## src/rtl/core/scfla_pkg.sv

```systemverilog
`default_nettype none

package scfla_pkg;

   localparam int ARENA_BYTES      = 65536;
   localparam int ALIGN_BYTES      = 16;
   localparam int MAX_POOLED_BYTES = 256;

   localparam int SIZE_W  = 17;
   localparam int ADDR_W  = 16;
   localparam int STAT_W  = 3;
   localparam int PHASE_W = 4;

   localparam int ALIGN_LG    = $clog2(ALIGN_BYTES);
   localparam int NUM_CLASSES = MAX_POOLED_BYTES / ALIGN_BYTES;
   localparam int CLASS_W     = $clog2(NUM_CLASSES);
   localparam int UNIT_W      = ADDR_W - ALIGN_LG;
   localparam int LINK_DEPTH  = 2 ** UNIT_W;
   localparam int HEAD_W      = UNIT_W + 1;

   localparam int CSR_IDX_W  = 1;
   localparam int CSR_DATA_W = SIZE_W;

   localparam logic [CSR_IDX_W-1:0] CSR_ARENA_CAPACITY   = 1'b0;
   localparam logic [CSR_IDX_W-1:0] CSR_ARENA_BASE_PHASE = 1'b1;

   localparam logic [SIZE_W-1:0] CAPACITY_RESET = SIZE_W'(ARENA_BYTES);
   localparam logic [SIZE_W-1:0] ARENA_LIMIT    = SIZE_W'(ARENA_BYTES);
   localparam logic [SIZE_W-1:0] POOLED_LIMIT   = SIZE_W'(MAX_POOLED_BYTES);

   localparam logic [STAT_W-1:0] STAT_REUSED  = 3'd0;
   localparam logic [STAT_W-1:0] STAT_FRESH   = 3'd1;
   localparam logic [STAT_W-1:0] STAT_OOM     = 3'd2;
   localparam logic [STAT_W-1:0] STAT_FREED   = 3'd3;
   localparam logic [STAT_W-1:0] STAT_IGNORED = 3'd4;
   localparam logic [STAT_W-1:0] STAT_BADSIZE = 3'd5;

   localparam logic CMD_ALLOC = 1'b0;
   localparam logic CMD_FREE  = 1'b1;

   typedef enum logic [1:0] {
      OP_ALLOC,
      OP_FREE,
      OP_BAD,
      OP_IGNORE
   } op_kind_type;

   typedef struct packed {
      op_kind_type             kind;
      logic                    pooled;
      logic [CLASS_W-1:0]      cls;
      logic [SIZE_W-1:0]       size;
      logic [UNIT_W-1:0]       unit;
   } item_type;

   typedef struct packed {
      logic [SIZE_W-1:0]  capacity;
      logic [PHASE_W-1:0] phase;
   } cfg_type;

endpackage

`default_nettype wire

```

## src/rtl/core/scfla_queue.sv

```systemverilog
`default_nettype none

module scfla_queue (
   input  wire logic                clock,
   input  wire logic                reset,
   input  wire logic                push,
   input  wire scfla_pkg::item_type push_item,
   input  wire logic                pop,
   output logic                     full,
   output logic                     not_empty,
   output scfla_pkg::item_type      head_item
);
   import scfla_pkg::*;

   item_type   entry_ff [2];
   item_type   entry_in [2];
   logic       wr_ptr_ff, wr_ptr_in;
   logic       rd_ptr_ff, rd_ptr_in;
   logic [1:0] count_ff, count_in;

   always_comb begin
      entry_in  = entry_ff;
      wr_ptr_in = wr_ptr_ff;
      rd_ptr_in = rd_ptr_ff;
      count_in  = count_ff;
      if (push) begin
         entry_in[wr_ptr_ff] = push_item;
         wr_ptr_in           = !wr_ptr_ff;
      end
      if (pop) begin
         rd_ptr_in = !rd_ptr_ff;
      end
      case ({push, pop})
         2'b10:   count_in = count_ff + 2'd1;
         2'b01:   count_in = count_ff - 2'd1;
         default: count_in = count_ff;
      endcase
      full      = (count_ff == 2'd2);
      not_empty = (count_ff != 2'd0);
      head_item = entry_ff[rd_ptr_ff];
   end

   always_ff @(posedge clock) begin
      entry_ff <= entry_in;
      if (reset) begin
         wr_ptr_ff <= 1'b0;
         rd_ptr_ff <= 1'b0;
         count_ff  <= 2'd0;
      end else begin
         wr_ptr_ff <= wr_ptr_in;
         rd_ptr_ff <= rd_ptr_in;
         count_ff  <= count_in;
      end
   end

endmodule

`default_nettype wire

```

## config.mk

```make
export PLATFORM = sky130hd
export DESIGN_NAME = scfla_queue
export DESIGN_NICKNAME = d
export VERILOG_FILES = /design/src/rtl/core/scfla_pkg.sv /design/src/rtl/core/scfla_queue.sv
export SDC_FILE = /design/constraint.sdc
export NUM_CORES = 1
export LEC_CHECK = 0
export CORE_MARGIN = 2
export CORE_UTILIZATION = 35
export DETAILED_ROUTE_END_ITERATION = 8
export DONT_BUFFER_PORTS = 1
export PLACE_DENSITY = 0.57
export SYNTH_ARGS = -nofsm -noshare
export SYNTH_HDL_FRONTEND = slang
export SYNTH_SLANG_ARGS = --single-unit
```

## constraint.sdc

```tcl
create_clock -name clock -period 3.23 [get_ports clock]
set_input_delay 0.4845 -clock clock [delete_from_list [all_inputs] [get_ports clock]]
set_output_delay 0.4845 -clock clock [all_outputs]
set_load 0.01 [all_outputs]
```

After elaboration in Yosys (flattened, before gate mapping) --
Index checks and enable logic that the tools add are counted.
Storage, ports and cells: flip-flop bits (word level) 76, input port bits 40, word-level logic and storage cells 35
Cells by class: add/subtract/negate cells 2, magnitude comparators 3, eq/ne operators 3, mux-type cells 7, bitwise logic cells 2, reduce and logical (&&, ||, !) cells 5
Operators with widths (number):
- two-way mux 36 bit | 4
- bitwise mux 72 bit | 1
- demux 36 bit (select 1 bit) | 1
- == test 2 bit (second input constant) | 2
- greater-or-equal comparator 2 bit (second input constant) | 2
- NOT 1 -> 2 bit | 2
- case mux 2 bit (2 select lines) | 1
- nonzero test 2 bit | 2
- adder 2 x 1 -> 2 bit (second input constant) | 1
- == test 2 x 1 -> 1 bit (second input constant) | 1
- logical NOT 1 bit | 2
- < comparator 2 x 1 -> 1 bit (second input constant) | 1
- subtractor 2 x 1 -> 2 bit (second input constant) | 1
- logical AND 1 bit | 1

Logic depth before layout (Yosys ltp) --
depth in word-level cells 6, gate-level depth with buffers 5

Least setup slack after synthesis --
No wires, ideal clock.
path type in2reg, start point in push, end point reg entry_ff[36] (netlist bit) (enable), library setup time 430 ps, arrival time 2057 ps, data required time 2800 ps, slack 743 ps, stages 2, path through inv_1 -> nor2_1
RTL lines:
- from (decl) | RTL line scfla_queue.sv:6 | input wire logic push,
- to (signal assigned) | RTL line scfla_queue.sv:44 | entry_ff <= entry_in;
- to (decl) | RTL line scfla_queue.sv:15 | item_type entry_ff [2];
No word-level cell between the ends.

==> reports/metrics.csv <==
metric;value;unit
status;completed;
post-layout minimum cycle time;2.18;ns
H-tree Lvls;3;
dpl hpwl;2710;µm
commonest non-fill, non-tap cell in the layout;edfxtp_1;
Synthesized Nets;173;
Fill cells;686;
Final Setup Violations;0;
first-pass detailed-route iteration total;4;
Buf/Inv on CP;0;
Antenna Cells;0;
clock transition at the registers of the reported paths;0.07;ns
HP Class;in2reg;
CTS buffer count;9;
multi-input combinational cell area;514;µm²
number of cells on the critical path;1;
Gate Count Post-Synth;132;
synthesized area;2780;µm²
DIE AREA;8670;µm²
final setup TNS;0;ns
commonest non-fill, non-tap cells in the layout;72 x edfxtp_1, 36 x mux2_2, 9 x clkbuf_8;
Hold Path Cell Cnt;1;
drt total wl;4180;µm
nature of the critical path startpoint;flip-flop;
Setup Buffers After CTS;0;
MaxCap Viol Count;0;
Worst Reg-to-Reg Cells;1;
worst slew pin tran;1.06;ns
synth-to-layout area growth;12.2;%
Peak Freq;460;MHz
WL per Instance;17.0;µm
CP required;2.75;ns
switching pwr;420;µW
initial core utilization;0.360;
power density over cell area;686;nW/µm²
dominant cells by area after synthesis;edfxtp_1 78%, mux2_2 15%, dfxtp_1 2.9%;
Max FO, Critical Path;37;
Hold Fails Final Rpt;0;
clk_skew;0.00618;ns
Worst path slowest cell;dfxtp_2;
Max VDD drop;0.000316;V
FF/Latch Area;2240;µm²
PostCTS Resize Cnt;0;
r2r setup slk;1.63;ns
hold path startpoint;reset;
Pwr Total;2140;µW
post-synthesis area per instance;21.1;µm²
unrepaired setup endpoints after global routing;false;
Switching Share;0.196;
layout cells sized above 1;0.375;
DRT iter0 DRCs;69;
Synth area leader;edfxtp_1;
critical path, cell by cell;mux2_2;
IO Pins;78;
Max Slew Vio Count;0;
cell-internal power;1720;µW
Routed Antenna Nets;0;
IO buf count;0;
fin nets;180;
DR vias/cell;4.71;
Chip Width;93.1;µm
clock sink count;76;
first-pass GRT wire length;6510;µm
initial antenna violation count;0;
core area;7730;µm²
vias in the first global route;1279;
CP max stage delay;0.89;ns
CP endpoint kind;primary output;
R2R Path Start;wr_ptr_ff;
Yosys cell types;16;
type of the worst setup path;reg2out;
Reg power frac;0.552;
Synth top area share;0.778;
sequential fraction of the synthesis area;0.807;
period utilisation layout;0.673;
FF+latch count, synth;76;
num rows;32;
GRT overflow;0;
Crit path arrival time;1.69;ns
Max Root-Sink Buffers;2;
Die Y;93.1;µm
gpl congestion;0.626;
Worst-Skew Late Latency;0.33;ns
Comb power frac;0.068;
delay-heaviest family, CP;flip-flops;
Leak;0.00101;µW
Post-route DRC;0;
GRT Overall Usage;0.103;
Clock Power Share;0.379;
Hold Path Sink;rd_ptr_ff;
CTS tree;built;
vias after detailed routing;1159;
Post-CTS Hold Buffers;0;
synth warn;0;
Reg2Reg Capture Point;entry_ff[66];
CTS Root Cell;clkbuf_8;
slew margin rel.;0.294;
largest net degree at the start of global routing;38;
## sequential cells by signal, summed over array words and instances (netlist names)
signal and cells:
entry_ff 72, wr_ptr_ff 1, rd_ptr_ff 1, count_ff 2
## power groups by stage
stage          registers (µW)  logic, µW  clock network, µW
6_report                 1180        146                811
5_1_grt                  1190        159                882
4_1_cts                  1180        150                844
3_5_place_dp             1210        149                  0
3_3_place_gp             1200        147                  0
2_1_floorplan            1180        145                  0
## per-layer routing
| metal | track usage | up-vias | part of all wire |
|---|---|---|---|
| met5 | 0 | - | 0 |
| met4 | 0.0478 | 0 | 0.019 |
| met3 | 0.0620 | 10 | 0.11 |
| met2 | 0.177 | 50 | 0.53 |
| met1 | 0.0984 | 578 | 0.35 |
| li1 | - | 521 | - |
## metrics by stage
| step | std cells | hold WS [ns] | setup slack [ns] | instance area, µm² | util |
|---|---|---|---|---|---|
| finish | 246 | 0.207 | 1.05 | 3120 | 0.404 |
| global placement | 230 | 0.469 | 1.41 | 2890 | 0.374 |
| detailed placement | 230 | 0.492 | 1.38 | 2890 | 0.374 |
| CTS | 246 | 0.179 | 0.988 | 3120 | 0.404 |
| floorplan | 132 | 0.456 | 0.743 | 2780 | - |
| global route | 246 | 0.181 | 0.925 | 3120 | 0.404 |
## cell type report
| class | count | share of cell area |
|---|---|---|
| clock buffer | 10 | 0.0409 |
| clock inverter | 6 | 0.0329 |
| inverter | 1 | 0.00120 |
| sequential | 76 | 0.719 |
| tap | 102 | 0.0409 |
| multi-input combinational | 51 | 0.165 |
## synthesized netlist by cell type, drive strengths merged
cell,number
dfxtp,4
mux2,36
o21ai,1
or3,1
xnor2,3
a21oi,1
inv,1
and2,1
ha,1
or2,1
and2b,1
xor2,1
buf,4
nor2,4
edfxtp,72
## logic make-up (layout without fill, tap and decap cells)
group / count (synthesis) / in the layout / synth area share
AO/OA/AOI/OAI: 2 / 2 / 0.00360
multiplexers: 36 / 36 / 0.146
AND/OR/NAND/NOR: 8 / 8 / 0.0153
XOR/XNOR: 4 / 4 / 0.0126
flip-flops: 76 / 76 / 0.807
buffers and inverters: 5 / 17 / 0.0113
adder cells (fa/ha/maj): 1 / 1 / 0.00450
## how the worst max path moves through the flow
stage / startpoint / to / slack [ns]
after floorplan: push / entry_ff[36] / 0.74
after detailed placement: rd_ptr_ff / head_item[5] / 1.38
after global placement: rd_ptr_ff / head_item[0] / 1.41
after CTS: rd_ptr_ff / head_item[7] / 0.99
after global routing: rd_ptr_ff / head_item[7] / 0.93
final: rd_ptr_ff / head_item[8] / 1.05
No activity file was read; power rests on OpenSTA's default activity.
