==> src/rtl/core/scfla_pkg.sv <==
`default_nettype none

package scfla_pkg;

   localparam int ARENA_BYTES      = 65536;
   localparam int ALIGN_BYTES      = 16;
   localparam int MAX_POOLED_BYTES = 256;

   localparam int SIZE_W  = 17;
   localparam int ADDR_W  = 16;
   localparam int STAT_W  = 3;
   localparam int PHASE_W = 4;

   localparam int ALIGN_LG    = $clog2(ALIGN_BYTES);
   localparam int NUM_CLASSES = MAX_POOLED_BYTES / ALIGN_BYTES;
   localparam int CLASS_W     = $clog2(NUM_CLASSES);
   localparam int UNIT_W      = ADDR_W - ALIGN_LG;
   localparam int LINK_DEPTH  = 2 ** UNIT_W;
   localparam int HEAD_W      = UNIT_W + 1;

   localparam int CSR_IDX_W  = 1;
   localparam int CSR_DATA_W = SIZE_W;

   localparam logic [CSR_IDX_W-1:0] CSR_ARENA_CAPACITY   = 1'b0;
   localparam logic [CSR_IDX_W-1:0] CSR_ARENA_BASE_PHASE = 1'b1;

   localparam logic [SIZE_W-1:0] CAPACITY_RESET = SIZE_W'(ARENA_BYTES);
   localparam logic [SIZE_W-1:0] ARENA_LIMIT    = SIZE_W'(ARENA_BYTES);
   localparam logic [SIZE_W-1:0] POOLED_LIMIT   = SIZE_W'(MAX_POOLED_BYTES);

   localparam logic [STAT_W-1:0] STAT_REUSED  = 3'd0;
   localparam logic [STAT_W-1:0] STAT_FRESH   = 3'd1;
   localparam logic [STAT_W-1:0] STAT_OOM     = 3'd2;
   localparam logic [STAT_W-1:0] STAT_FREED   = 3'd3;
   localparam logic [STAT_W-1:0] STAT_IGNORED = 3'd4;
   localparam logic [STAT_W-1:0] STAT_BADSIZE = 3'd5;

   localparam logic CMD_ALLOC = 1'b0;
   localparam logic CMD_FREE  = 1'b1;

   typedef enum logic [1:0] {
      OP_ALLOC,
      OP_FREE,
      OP_BAD,
      OP_IGNORE
   } op_kind_type;

   typedef struct packed {
      op_kind_type             kind;
      logic                    pooled;
      logic [CLASS_W-1:0]      cls;
      logic [SIZE_W-1:0]       size;
      logic [UNIT_W-1:0]       unit;
   } item_type;

   typedef struct packed {
      logic [SIZE_W-1:0]  capacity;
      logic [PHASE_W-1:0] phase;
   } cfg_type;

endpackage

`default_nettype wire

==> src/rtl/core/scfla_front.sv <==
`default_nettype none

module scfla_front (
   input  wire logic                         start,
   input  wire logic                         queue_full,
   input  wire logic                         req_command,
   input  wire logic [scfla_pkg::SIZE_W-1:0] req_block_size,
   input  wire logic [scfla_pkg::ADDR_W-1:0] req_block_address,
   input  wire logic                         req_has_block,
   output logic                              busy,
   output logic                              push,
   output scfla_pkg::item_type               push_item
);
   import scfla_pkg::*;

   logic size_ok;
   logic pooled;

   always_comb begin
      size_ok = (req_block_size != '0) && (req_block_size[ALIGN_LG-1:0] == '0);
      pooled  = (req_block_size <= POOLED_LIMIT);
      busy    = queue_full;
      push    = start && !queue_full;

      push_item.pooled = pooled;
      push_item.cls    = req_block_size[ALIGN_LG +: CLASS_W] - CLASS_W'(1);
      push_item.size   = req_block_size;
      push_item.unit   = req_block_address[ADDR_W-1:ALIGN_LG];

      if (req_command == CMD_ALLOC) begin
         push_item.kind = size_ok ? OP_ALLOC : OP_BAD;
      end else if (!req_has_block || !pooled) begin
         push_item.kind = OP_IGNORE;
      end else if (!size_ok) begin
         push_item.kind = OP_BAD;
      end else begin
         push_item.kind = OP_FREE;
      end
   end

endmodule

`default_nettype wire

==> config.mk <==
export PLATFORM = sky130hd
export DESIGN_NAME = scfla_front
export DESIGN_NICKNAME = d
export VERILOG_FILES = /design/src/rtl/core/scfla_pkg.sv /design/src/rtl/core/scfla_front.sv
export SDC_FILE = /design/constraint.sdc
export NUM_CORES = 1
export LEC_CHECK = 0
export BUFFER_PORTS_ARGS = -buffer_cell sky130_fd_sc_hd__buf_4
export CAP_MARGIN = 20
export CORE_MARGIN = 3
export CORE_UTILIZATION = 25
export DETAILED_ROUTE_END_ITERATION = 10
export PLACE_DENSITY_LB_ADDON = 0.25
export SETUP_SLACK_MARGIN = 0.02
export SLEW_MARGIN = 30
export SYNTH_ARGS = -nofsm -noshare
export SYNTH_HDL_FRONTEND = slang
export SYNTH_SLANG_ARGS = --single-unit
==> constraint.sdc <==
create_clock -name vclk -period 1
set_input_delay 0.05 -clock vclk [all_inputs]
set_output_delay 0.05 -clock vclk [all_outputs]
set_load 0.02 [all_outputs]
== After elaboration in Yosys (flattened, before gate mapping) ==
Cells that the tools add are included.

* Add/subtract/negate cells: 1
* Reductions and logical operators: 8
* Multiplexer cells: 4
* $lt $le $gt $ge: 1

{| class="wikitable"
|+ Operators by type and width
! operator !! count
|-
| 17-bit by 9-bit less-or-equal comparator with 1-bit output (second input constant) || 1
|-
| 17-bit nonzero test || 1
|-
| 2-bit 2-to-1 mux || 4
|-
| 4-bit logical NOT || 1
|-
| 4-bit by 1-bit subtractor with 4-bit output (second input constant) || 1
|-
| 1-bit logical NOT || 3
|-
| 1-bit logical AND || 2
|-
| 1-bit logical OR || 1
|}

* Word-level logic and storage cells: 14
* Bits in registers: 0

== Depth between registers and ports, before layout ==
Gate-level depths: netlist of the first run.

* Word-level depth: 5
* Mapped depth: 6
* Mapped depth without buffers: 5

== Worst setup path before layout of the first run ==
OpenSTA, ideal clock, no wires.

* Path kind: input to output
* Start point: in req_block_size[4] (netlist name)
* End point: out push_item[34] (netlist name)
* Slack: -0.080 ns
* Stages: 5
* Buffers on the path: 0
* Data arrival time: 1.030 ns
* Required time: 0.950 ns
* Cell sequence: inv_1 > ha_1 > nor3b_2 > o21ai_0 > o31a_1

{| class="wikitable"
|+ RTL lines
! what !! line !! RTL
|-
| from (decl) || scfla_front.sv:7 || <nowiki>input wire logic [scfla_pkg::SIZE_W-1:0] req_block_size,</nowiki>
|-
| to (decl) || scfla_front.sv:12 || <nowiki>output scfla_pkg::item_type push_item</nowiki>
|}

==> results of run 1 <==
[synthesized netlist by cell type (2+ instances only)]
cell type	n
buf_4	31
ha_1	2
inv_1	4
nor4_1	3
xor2_1	2
[through the flow]
| stage | hold slack [ns] | instances | utilization [%] | setup slack (ns) |
|---|---|---|---|---|
| finish | 0.100 | 100 | 55.0 | -0.249 |
| detailed placement | 0.100 | 99 | 47.8 | -0.305 |
| CTS | 0.100 | 101 | 55.3 | -0.261 |
| floorplan | 0.178 | 54 | - | -0.0316 |
| global placement | 0.100 | 99 | 47.8 | -0.293 |
| global route | 0.100 | 100 | 55.0 | -0.277 |
[cell families (layout without fill, tap and decap cells)]
family,count (synthesis),in the layout,share of synthesized area [%]
buffers and inverters,35,66,62.3
AOI/OAI and AO/OA,6,6,11.6
xor gates and xnor gates,2,2,4.40
and+or+nand+nor,9,9,15.4
adders and majority gates,2,2,6.29
[power by group through the flow]
stage               sequential (W)  clock [W]  combinational [W]
floorplan                        0          0           0.000236
global placement                 0          0           0.000318
detailed placement               0          0           0.000320
CTS                              0          0           0.000356
global route                     0          0           0.000377
finish                           0          0           0.000351
[how the worst max path moves through the flow]
| stage | depth (start not counted) | slack, ns | endpoint |
|---|---|---|---|
| after floorplan | 3 | -0.03 | push_item[35] |
| after global placement | 5 | -0.29 | push_item[35] |
| after detailed placement | 5 | -0.31 | push_item[35] |
| after CTS | 5 | -0.26 | push_item[35] |
| after global routing | 5 | -0.28 | push_item[35] |
| final | 5 | -0.25 | push_item[35] |
[per-layer routing]
metal / up-vias / GRT usage [%] / share of wire (%)
li1: 212 / - / -
met1: 193 / 11.3 / 36
met2: 34 / 18.1 / 48
met3: 0 / 1.19 / 16
met4: 0 / 0.568 / 0
met5: - / 0 / 0
[repair_timing]
action                     CTS  global route
cloned                       0             0
setup endpoints to repair    3             4
pin swaps                    6             1
resized for setup           18             1
setup buffers                2             1
[final cells by class]
class | count | area (um2) | share of cell area (%)
multi-input combinational | 19 | 233 | 30.2
inverter | 4 | 18.8 | 2.44
tap | 15 | 18.8 | 2.44
timing repair buffer | 62 | 499 | 64.9
==> results.cfg, run 1 <==
[outcome]
status = complete, but fails checks
violations = negative setup slack

[yosys]
avgSynthCellArea_um2 = 7.37
synth_area_um2 = 398
synth_top_area_share_pct = 58.5
synth.largest_area_cell = buf_4
yosysWarningCount = 0
synth_cell_types = 17
synthCells = 54
synth_area_leaders = buf_4 58%, ha_1 6.3%, nor4_1 4.7%
ys_seq_area_share_pct = 0
synth_fp_nets = 93

[place]
place_area_um2 = 668
routabilityCongestion = 0.648
port_buffers = 47
hpwl_um = 893

[drt]
vias = 439
wl_per_cell_um = 10.5
drtPass1Iterations = 1
drtIter0Drc = 0
via_per_inst = 4.39
drcViolationCount = 0
wirelength_um = 1050
drtAntennaViolNets = 0

[power]
p_switching_w = 0.000163
p_leak_nw = 0.399
netSwitchingFraction_pct = 46.4
comb_power_share_pct = 100.0
intPower_w = 0.000188
clkPwrFrac_pct = 0
powerDensity_mw_per_mm2 = 456
finalPower_w = 0.000351
ir_worst_vdd_uv = 202
power_frac_seq_pct = 0

[sta]
worst_slack_ns = -0.249
max_clock_freq_mhz = 801
setup-tns-final_ns = -0.421
finalCritPeriodShare_pct = 125
max_slew_margin_pct = 82.9
finalMaxSlewViolations = 0
rsz0062_at_grt = yes
tightest_slew_ns = 0.254
hold_viol_final = 0
period_minus_slack_ns = 1.25
setup_violations = 2

[worst_hold_path]
hold_depth = 0
hp-class = in -> out
worstHoldStart = req_block_address[4]
holdPathEnd = push_item[0]

[critical_path]
startpoint = req_block_size[2]
critical_path.max_stage_delay_ns = 0.53
timing.critical_path.buf_inv = 2
slowest_stage = or4_4
crit_family = simple AND/OR/NAND/NOR gates
cp_cell_sequence = buf_6 -> or4_4 -> a41oi_2 -> a21bo_4 -> buf_6
startpoint_type = input pin
worst-path-max-fanout = 2
critical_path_class = in -> out
cp_common_cell = buf_6
cp_data_arrival_time_ns = 1.20
crit_path_end_kind = output pin
worstPathRequired_ns = 0.95

[grt]
overflow = 0
grt_first_pass_wirelength_um = 1590
grt_max_degree = 5
grt_antenna_before_repair = 0
grt_pass1_vias = 434
grt_use_total_pct = 9.42

[layout]
antenna-diode-count = 0
register_area_um2 = 0
drive_above_1_share_pct = 85.9
nets = 126
syn2layout_area_growth_pct = 93.4
fin_area_um2 = 769
final_common_cell = buf_4
clkbuf_count = 0
mostFrequentLayoutCells = 53 x buf_4, 9 x buf_6
design.seq.count = 0
fillers = 134

[floorplanning]
dieArea_mm2 = 0.00211
rows = 13
fp.dieW_um = 45.9
coreArea_mm2 = 0.00140
start_util_pct = 28.4
ios = 75
die_h_um = 45.9

[cts]
cts_hold_buf = 0

[flow_run]
cap_violations = 0
No activity file was read; power rests on OpenSTA's default activity.
==> inputs of run 2 (changes only) <==
--- a/config.mk
+++ b/config.mk
@@ -12,2 +12,3 @@
 export DETAILED_ROUTE_END_ITERATION = 10
+export GPL_ROUTABILITY_DRIVEN = 0
 export PLACE_DENSITY_LB_ADDON = 0.25
==> constraint.sdc (replaced) <==
create_clock -name vclk -period 1
set_input_delay 0 -clock vclk [all_inputs]
set_output_delay 0 -clock vclk [all_outputs]
set_load 0.02 [all_outputs]
==> results.cfg, run 2 (synthesis gave the netlist of run 1 again) <==
[drt]
wirelength_um = 1110
wl_per_cell_um = 11.3
drtAntennaViolNets = 0
drtPass1Iterations = 4
drcViolationCount = 0
via_per_inst = 4.48
drtIter0Drc = 3
vias = 439

[layout]
syn2layout_area_growth_pct = 88.7
design.seq.count = 0
drive_above_1_share_pct = 88.0
mostFrequentLayoutCells = 53 x buf_4, 6 x buf_6, 2 x xor2_1, 2 x inv_1, 2 x nor4_4
register_area_um2 = 0
final_common_cell = buf_4
nets = 124
clkbuf_count = 0
antenna-diode-count = 0
final_util_pct = 53.7

[floorplanning]
start_util_pct = 28.4
fp.dieW_um = 45.9
rows = 13
dieArea_mm2 = 0.00211
ios = 75
die_h_um = 45.9
coreArea_mm2 = 0.00140

[sta]
period_minus_slack_ns = 1.14
max_slew_margin_pct = 78.9
worst_slack_ns = -0.143
rsz0062_at_grt = yes
finalMaxSlewViolations = 0
tightest_slew_ns = 0.314
max_clock_freq_mhz = 875
finalCritPeriodShare_pct = 114
hold_viol_final = 0
setup_violations = 2

[power]
comb_power_share_pct = 100.0
power_frac_seq_pct = 0
p_leak_nw = 0.373
finalPower_w = 0.000348
ir_worst_vdd_uv = 196
netSwitchingFraction_pct = 47.5
powerDensity_mw_per_mm2 = 463
clkPwrFrac_pct = 0
intPower_w = 0.000183
p_switching_w = 0.000165

[critical_path]
cp_data_arrival_time_ns = 1.14
startpoint_type = input pin
cp_common_cell = buf_6
slowest_stage = or4_4
worstPathRequired_ns = 1.00
critical_path_class = in -> out
worst-path-max-fanout = 2
crit_path_end_kind = output pin
cp_cell_sequence = buf_6 -> or4_4 -> a41oi_2 -> a21bo_1 -> buf_6
critical_path.max_stage_delay_ns = 0.54

[place]
place_worst_setup_slack_ns = -0.192
hpwl_um = 906
port_buffers = 47

[worst_hold_path]
hp-class = in -> out
holdPathEnd = push_item[1]
hold_depth = 0
worstHoldStart = req_block_address[5]

[outcome]
violations = negative setup slack
status = complete, but fails checks

[grt]
grt_max_degree = 5
grt_first_pass_wirelength_um = 1590
grt_use_total_pct = 9.50
grt_pass1_vias = 413
overflow = 0
grt_antenna_before_repair = 0

[flow_run]
cap_violations = 0

[cts]
cts_hold_buf = 0
-- run 2: how the worst max path moves through the flow --
| stage | startpoint | cells past startpoint | endpoint | slack (ns) |
|---|---|---|---|---|
| after detailed placement | req_block_size[1] | 5 | push_item[35] | -0.19 |
| after CTS | req_block_size[2] | 5 | push_item[35] | -0.13 |
| after global placement | req_block_size[1] | 5 | push_item[35] | -0.17 |
| after global routing | req_block_size[2] | 5 | push_item[35] | -0.18 |
| after floorplan | req_block_size[4] | 5 | push_item[35] | 0.03 |
| final | req_block_size[2] | 5 | push_item[35] | -0.14 |
-- run 2: power by group through the flow --
stage	sequential, W	clock (W)	combinational [W]
floorplan	0	0	0.000231
global placement	0	0	0.000304
detailed placement	0	0	0.000305
CTS	0	0	0.000319
global route	0	0	0.000372
finish	0	0	0.000348
-- run 2: cell type report --
| class | instances | area (um2) |
|---|---|---|
| Tap cell | 15 | 18.8 |
| Timing Repair Buffer | 60 | 480 |
| Multi-Input combinational cell | 19 | 230 |
| Inverter | 4 | 21.3 |
| Fill cell | 132 | 648 |
-- run 2: worst max-delay path: cells and delay by family --
kind                   cells  cell delay (ns)
and+or+nand+nor            1             0.54
buffers and inverters      2             0.22
AOI/OAI and AO/OA          2             0.38
-- run 2: through the flow --
step                      hold slack (ns)  setup TNS [ns]  instances  cell area, um2
after floorplan                    0.0781               0         54             402
after global placement           0.000137          -0.298         96             623
after detailed placement         0.000137          -0.315         96             623
after CTS                        0.000137          -0.259         96             661
after global routing            0.0000292          -0.333         98             751
final                          0.00000883          -0.210         98             751
-- run 2: metal layers --
layer	routed length, um	vias up	track usage [%]
met4	0	0	0.568
met5	0	-	0
li1	-	211	-
met2	553	37	18.4
met1	345	191	11.3
met3	208	0	1.19
-- run 2: timing repair --
| item | in CTS | in global routing |
|---|---|---|
| setup endpoints to repair | 3 | 3 |
| resized for setup | 7 | 18 |
| buffers inserted | 0 | 2 |
| pin swaps | 1 | 6 |
==> inputs of run 3 (changes only) <==
==> constraint.sdc (replaced) <==
create_clock -name vclk -period 1
set_input_delay 0 -clock vclk [all_inputs]
set_output_delay 0 -clock vclk [all_outputs]
set_load 0.05 [all_outputs]
==> results.cfg, run 3 (synthesis gave the netlist of run 1 again) <==
[drt]
drtAntennaViolNets = 0
drtPass1Iterations = 1
drtIter0Drc = 0
drcViolationCount = 0
wirelength_um = 1190
vias = 456
via_per_inst = 4.51
wl_per_cell_um = 11.7

[layout]
syn2layout_area_growth_pct = 106
register_area_um2 = 0
drive_above_1_share_pct = 91.9
antenna-diode-count = 0
final_common_cell = buf_4
fin_area_um2 = 818
design.seq.count = 0
clkbuf_count = 0
fillers = 136
mostFrequentLayoutCells = 54 x buf_4, 6 x buf_6, 3 x buf_8
nets = 127
final_util_pct = 58.5

[sta]
setup_violations = 2
finalMaxSlewViolations = 0
rsz0062_at_grt = yes
holdWs_ns = 0.0000220
period_minus_slack_ns = 1.18
worst_slack_ns = -0.182
max_clock_freq_mhz = 846
hold_viol_final = 0
tightest_slew_ns = 0.310
max_slew_margin_pct = 79.2
finalCritPeriodShare_pct = 118

[grt]
grt_antenna_before_repair = 0
grt_first_pass_wirelength_um = 1750
grt_use_total_pct = 10.6
grt_max_degree = 5
grt_pass1_vias = 479
overflow = 0

[floorplanning]
die_h_um = 45.9
start_util_pct = 28.4
rows = 13
dieArea_mm2 = 0.00211
fp.dieW_um = 45.9
coreArea_mm2 = 0.00140
ios = 75

[flow_run]
cap_violations = 0

[critical_path]
critical_path.max_stage_delay_ns = 0.53
crit_path_end_kind = output pin
cp_cell_sequence = buf_6 -> or4_4 -> a41oi_2 -> a21bo_4 -> buf_8
startpoint_type = input pin
worst-path-max-fanout = 2
critical_path_class = in -> out
slowest_stage = or4_4
worstPathRequired_ns = 1.00
cp_data_arrival_time_ns = 1.18

[place]
port_buffers = 47
place_area_um2 = 706
place_worst_setup_slack_ns = -0.235
hpwl_um = 1000

[power]
powerDensity_mw_per_mm2 = 618
ir_worst_vdd_uv = 292
p_leak_nw = 0.399

[worst_hold_path]
hp-class = in -> out

[outcome]
status = complete, but fails checks
violations = negative setup slack
==> run 3: power breakdown <==
group | total, W | internal [W] | leakage [nW] | switching [W]
combinational | 0.000506 | 0.000202 | 0.399 | 0.000304
clock | 0 | 0 | 0 | 0
sequential | 0 | 0 | 0 | 0
total | 0.000506 | 0.000202 | 0.399 | 0.000304
==> run 3: area by class of cell <==
type / instances / area [um2] / share of cell area [%]
timing repair buffer: 63 / 518 / 63.3
multi-input combinational: 19 / 260 / 31.8
inverter: 4 / 21.3 / 2.60
tap: 15 / 18.8 / 2.29
==> run 3: final timing paths <==
path                                  from       endpoint  slack [ns]  cells past startpoint
worst max-delay path     req_block_size[2]  push_item[35]       -0.18                      5
worst min-delay path  req_block_address[9]   push_item[5]     0.00002                      0
==> run 3: stage by stage <==
stage / setup TNS, ns / instances / power [W]
3_3_place_gp: -0.490 / 100 / 0.000466
6_report: -0.260 / 101 / 0.000506
3_5_place_dp: -0.550 / 100 / 0.000472
5_1_grt: -0.378 / 101 / 0.000531
2_1_floorplan: -0.186 / 54 / 0.000438
4_1_cts: -0.281 / 101 / 0.000496
==> run 3: metal layers <==
metal / GRT usage, % / up-vias / part of all wire (%) / wire [um]
li1: - / 214 / - / -
met1: 9.03 / 208 / 25 / 292
met2: 24.5 / 34 / 57 / 673
met3: 1.98 / 0 / 18 / 218
met4: 0 / 0 / 0 / 0
met5: 0 / - / 0 / 0
==> run 3: repair_timing <==
action / CTS / global route
setup buffers: 2 / 0
gates resized for setup: 18 / 6
hold buffers: 0 / 0
setup endpoints to repair: 3 / 3
pin swaps: 6 / 1
==> run 3: worst max-delay path, delay by kind of cell <==
| family | cells | cell delay, ns |
|---|---|---|
| buffers and inverters | 2 | 0.23 |
| and+or+nand+nor | 1 | 0.53 |
| AOI/OAI and AO/OA | 2 | 0.42 |
